$ cat config.mk
export PLATFORM = sky130hd
export DESIGN_NAME = nps_ram
export DESIGN_NICKNAME = d
export VERILOG_FILES = /design/src/rtl/nps_ram.sv
export SDC_FILE = /design/constraint.sdc
export NUM_CORES = 1
export LEC_CHECK = 0
export BUFFER_PORTS_ARGS = -buffer_cell sky130_fd_sc_hd__clkbuf_2
export CAP_MARGIN = 20
export CORE_ASPECT_RATIO = 0.6
export CORE_UTILIZATION = 51
export DETAILED_ROUTE_END_ITERATION = 10
export PLACE_DENSITY = 0.72
export RECOVER_POWER = 50
export SYNTH_ARGS = -nofsm -noshare
export SYNTH_HDL_FRONTEND = slang
export SYNTH_SLANG_ARGS = --single-unit
export TNS_END_PERCENT = 30
$ cat constraint.sdc
create_clock -name i_clk -period 1.9 [get_ports i_clk]
set_input_delay 0.095 -clock i_clk [delete_from_list [all_inputs] [get_ports i_clk]]
set_output_delay 0.095 -clock i_clk [all_outputs]
set_load 0.005 [all_outputs]
$ cat src/rtl/nps_ram.sv
// ----------------------------------------------------------------------------
// nps_ram
// Generic single-port synchronous RAM with a registered read.
// ----------------------------------------------------------------------------
`default_nettype none
module nps_ram #(
    parameter int unsigned WIDTH = 8,
    parameter int unsigned DEPTH = 16
) (
    input  wire                     i_clk,
    input  wire                     i_we,
    input  wire [$clog2(DEPTH)-1:0] i_addr,
    input  wire [WIDTH-1:0]         i_wdata,
    output logic [WIDTH-1:0]        o_rdata
);
    logic [WIDTH-1:0] r_mem [DEPTH];

    always_ff @(posedge i_clk) begin
        if (i_we) begin
            r_mem[i_addr] <= i_wdata;
        end
        o_rdata <= r_mem[i_addr];
    end
endmodule
`default_nettype wire

==> flow_summary.ini, run 1 <==
[run_status]
status = completed

[yosys]
ys_ff_latch = 136
yosys.area.top_type_share = 0.759
syn_area_um2 = 5070
netlist_instances = 230
ys_types = 18
synth.avg_cell_area_um2 = 22.0
synth_warnings = 0
yosysTopAreaCell = edfxtp_1
synthTopCellsByArea = edfxtp_1, mux4_2, dfxtp_1, a22oi_1, nor2_1
ys_seq_area_frac = 0.790
synth_nets = 244

[timing]
slew_headroom = 0.555
fin_tns_setup_ns = 0
finalCriticalPeriod_ns = 1.47
period_share = 0.772
finalWorstSetupSlack_ns = 0.433
worstMarginPinSlew_ns = 0.668
finalHoldViolations = 0
finalMaxSlewViolations = 0
rsz0062_at_grt = false
fin_worst_skew_ns = 0.00597
setup_violations = 0
fmax_mhz = 681

[cts]
cts_htree_levels = 4
cts_tree = yes
hold_buffers = 0
clk_latency_ns = 0.40
clk_path_buf_depth = 2
ctsResizeCount = 0
clk_pin_slew_ns = 0.06
cts_buffers = 17
cts_sinks = 136
post_cts_buffers = 0
cts-root-buf = clkbuf_16

[critical_path]
crit_type = in2reg
end_kind = flop
slowest_stage = mux4_2
cp-start-kind = input port
critPathRequiredTime_ns = 2.19
crit_path_max_fanout = 26
cp.arrival_ns = 1.75
max_stage_delay_ns = 0.60
path_cells = clkbuf_2, clkbuf_4, mux4_2, a22oi_1, nand2_1

[die]
die_y_um = 79.2
die_area_um2 = 10400
io_pins = 22
rows = 27
core-area_um2 = 9390
initial_core_util = 0.540
fp.dieW_um = 131

[place]
dpl.hpwl_um = 6390
io_buffers = 21
dpl_worst_slack_ns = 0.245
place_congestion = 0.812

[detailed_routing]
drt_iter0_drc = 212
ant_nets = 0
dr_total_vias = 2456
firstDrtPassIters = 4
avgViaCountPerCell = 5.69
routed_wl_um = 9760
wl_per_cell_um = 22.6
drc = 0

[layout]
final_cell_mix = edfxtp_1, mux4_2, buf_4
final_nets = 303
drive_gt1_frac = 0.341
final_common_cell = edfxtp_1
syn_to_final_growth_pct = 19.6
insertedDiodeCount = 0

[hold_path]
holdCritPathClass = in2reg

[power_and_ir_drop]
vdd_drop_max_uv = 667
p_per_area_nw_per_um2 = 1120
power_leakage_uw = 0.00203

[global_routing]
grt_use_total = 0.215
grt_overflow_total = 0
antenna_found_initial = 0
grt_pass1_wl_um = 14900
grt_max_degree = 27
grt_pass1_vias = 2535

[run]
maxCapViolCount = 0
report_power, final:
group	leakage, µW	switching, µW	total, µW	internal [µW]
Sequential	0.00122	23.7	3380	3360
Combinational	0.000532	172	308	136
Clock	0.000272	1180	3100	1910
Total	0.00203	1380	6780	5400
path summary, 6_finish.rpt:
| path | slack (ns) | end | cells after the start | from |
|---|---|---|---|---|
| setup / recovery | 0.43 | o_rdata[6] | 5 | i_addr[0] |
| hold / removal | 0.21 | r_mem[9][2] | 1 | i_wdata[2] |
| setup reg to reg | 0.56 | o_rdata[6] | 3 | r_mem[2][6] |
| hold reg to reg | 0.67 | o_rdata[3] | 3 | r_mem[14][3] |
per-layer routing:
layer  up-vias  GRT usage  wire length (µm)
met2        67      0.297              4560
met4         0     0.0759                57
li1       1081          -                 -
met5         -          0                 0
met1      1298      0.323              4480
met3        10     0.0660               660
cells in the mapped netlist:
library cell / instances
nor2_1: 13
or3b_2: 1
nand3_1: 1
nor2b_1: 2
a22oi_1: 16
nor3_1: 4
nand3b_1: 2
and2_1: 1
clkbuf_1: 2
clkbuf_2: 1
edfxtp_1: 128
mux4_2: 32
buf_2: 2
nand2_1: 9
buf_1: 4
dfxtp_1: 8
nand2b_1: 2
buf_6: 2
registers in the layout, indices dropped and copies added (netlist names):
name	flops
o_rdata	8
r_mem	128
logic make-up after synthesis:
family,after synthesis,synth area share
compound gates,16,0.0237
buf+inv,11,0.0119
flops,136,0.790
mux,32,0.142
simple gates,35,0.0321
critical path, delay by kind of cell:
| family | cells | cell delay, ns |
|---|---|---|
| buffers and inverters | 2 | 0.70 |
| muxes | 1 | 0.60 |
| AOI/OAI and AO/OA | 1 | 0.25 |
| and+or+nand+nor | 1 | 0.10 |
final cells by class:
cell class / count / area (µm²)
clock buffer: 18 / 429
clock inverter: 14 / 133
fill: 659 / 3330
multi-input combinational: 83 / 1000
sequential: 136 / 4000
tap: 130 / 163
timing repair buffer: 51 / 329
stage by stage:
stage | power [µW] | hold slack (ns) | instance area (µm²) | util | std cells
6_report | 6780 | 0.211 | 6060 | 0.645 | 432
5_1_grt | 6990 | 0.230 | 6060 | 0.645 | 432
4_1_cts | 6840 | 0.109 | 6090 | 0.648 | 432
3_5_place_dp | 3760 | 0.477 | 5530 | 0.588 | 400
3_3_place_gp | 3750 | 0.473 | 5530 | 0.588 | 400
2_1_floorplan | 3610 | 0.194 | 5070 | - | 230
(Power assumes the default switching activity.)
==> run 2, diff against run 1 <==
clock period = 1.5 ns   (was 1.9 ns; I/O delays follow)
==> run 2 against run 1 <==
Net effect:
- routed wire length down 1.5%
- clock skew about the same
- sequential share of layout area hardly changed
- design area about the same
- register-to-register slack lost 0.40 ns
- global-route usage barely moved
- via count grew 0.12%
- power rose by 27%
- non-clock buffer count shrank 2
- first-iteration DRC count is 41% higher
- critical path type is now reg2reg
- critical endpoint is now o_rdata[5]
- largest cell class unchanged
- largest power group unchanged
==> flow_summary.ini, run 2 (synthesized netlist as in run 1, its figures left out) <==
[run_status]
status = completed

[cts]
hold_buffers = 0
cts_sinks = 136
cts-root-buf = clkbuf_16
cts_tree = yes
clk_latency_ns = 0.41
cts_htree_levels = 4
post_cts_buffers = 0
clk_pin_slew_ns = 0.06
cts_buffers = 17
ctsResizeCount = 0
clk_path_buf_depth = 2

[timing]
worstMarginPinSlew_ns = 0.746
fin_worst_skew_ns = 0.00601
finalMaxSlewViolations = 0
slew_headroom = 0.503
finalWorstSetupSlack_ns = 0.158
fin_tns_setup_ns = 0
finalHoldViolations = 0
setup_violations = 0
rsz0062_at_grt = false
finalCriticalPeriod_ns = 1.34
fmax_mhz = 745
period_share = 0.895

[global_routing]
grt_pass1_vias = 2536
grt_pass1_wl_um = 14800
grt_use_total = 0.215
grt_overflow_total = 0
grt_max_degree = 40
antenna_found_initial = 0

[detailed_routing]
drt_iter0_drc = 298
dr_total_vias = 2459
avgViaCountPerCell = 5.72
wl_per_cell_um = 22.4
ant_nets = 0
firstDrtPassIters = 5
drc = 0
routed_wl_um = 9610

[hold_path]
holdCritPathClass = in2reg
min-delay-start = i_wdata[1]

[critical_path]
rr_startpoint = r_mem[3][5]
critPathRequiredTime_ns = 1.80
crit_type = reg2reg
cp-start-kind = flop
cp.arrival_ns = 1.64
startpoint = r_mem[3][5]
end_kind = flop
crit_path_max_fanout = 1

[layout]
final_common_cell = edfxtp_1
largest_register_ffs = 128
fillCellCount = 669
final_cell_mix = edfxtp_1, mux4_2, buf_4
largest_registers = r_mem (128), o_rdata (8)
design_area_um2 = 6060
final_nets = 301
top_register = r_mem
insertedDiodeCount = 0
drive_gt1_frac = 0.337
syn_to_final_growth_pct = 19.7

[run]
maxCapViolCount = 0

[place]
io_buffers = 21
place_congestion = 0.755
dpl.hpwl_um = 6110
place_area_um2 = 5530
dpl_worst_slack_ns = 0.0566

[power_and_ir_drop]
p_per_area_nw_per_um2 = 1420
combPwrFrac = 0.046
swShare = 0.201
p_sw_uw = 1730
power_leakage_uw = 0.00201
vdd_drop_max_uv = 932
power_frac_seq = 0.498
p_clk_frac = 0.455
power.internal_uw = 6860

[die]
fp.dieW_um = 131
rows = 27
io_pins = 22
core-area_um2 = 9390
initial_core_util = 0.540
die_y_um = 79.2
die_area_um2 = 10400
-- run 2: changes by cell type in the layout (fill, tap and decap cells not counted), sizes merged --
cell      previous run  this run
buf                 28        25
clkinv               9         4
clkinvlp             2         5
clkbuf              41        44
-- run 2: worst max-delay path, cell delays in order (launching register included) --
cell,delay [ns]
edfxtp_1,0.39
mux4_2,0.49
a22oi_1,0.26
nand2_1,0.09
-- run 2: stage by stage --
step                      instances  power (µW)  hold WS (ns)  utilization
after detailed placement        398        4770         0.450        0.589
after floorplan                 230        4570         0.174            -
after CTS                       430        8650         0.108        0.649
after global placement          398        4750         0.448        0.589
after global routing            430        8840         0.254        0.646
final                           430        8590         0.211        0.646
-- run 2: layer usage --
layer / part of all wire / GRT usage / vias up
met5: 0 / 0 / -
met4: 0.010 / 0.0851 / 0
met3: 0.061 / 0.0586 / 12
met2: 0.45 / 0.294 / 87
met1: 0.48 / 0.326 / 1281
li1: - / - / 1079
-- run 2: area by class of cell --
cell class                 count  area [µm²]  share of cell area
multi-input combinational     83        1010               0.166
clock buffer                  20         437              0.0720
sequential                   136        4000               0.660
tap                          130         163              0.0268
clock inverter                12         128              0.0210
timing repair buffer          49         324              0.0534
-- run 2: worst paths after layout --
kind	end	slack, ns	cells past startpoint
worst max-delay path	o_rdata[5]	0.16	3
worst min-delay path	r_mem[0][1]	0.21	1
worst max register to register	o_rdata[5]	0.16	3
worst min register to register	o_rdata[2]	0.69	3
-- run 2: power by group through the flow --
stage	clock network, µW	registers (µW)	logic, µW
floorplan	0	4350	220
global placement	0	4350	399
detailed placement	0	4360	409
CTS	3960	4280	411
global route	4120	4290	436
finish	3910	4280	399
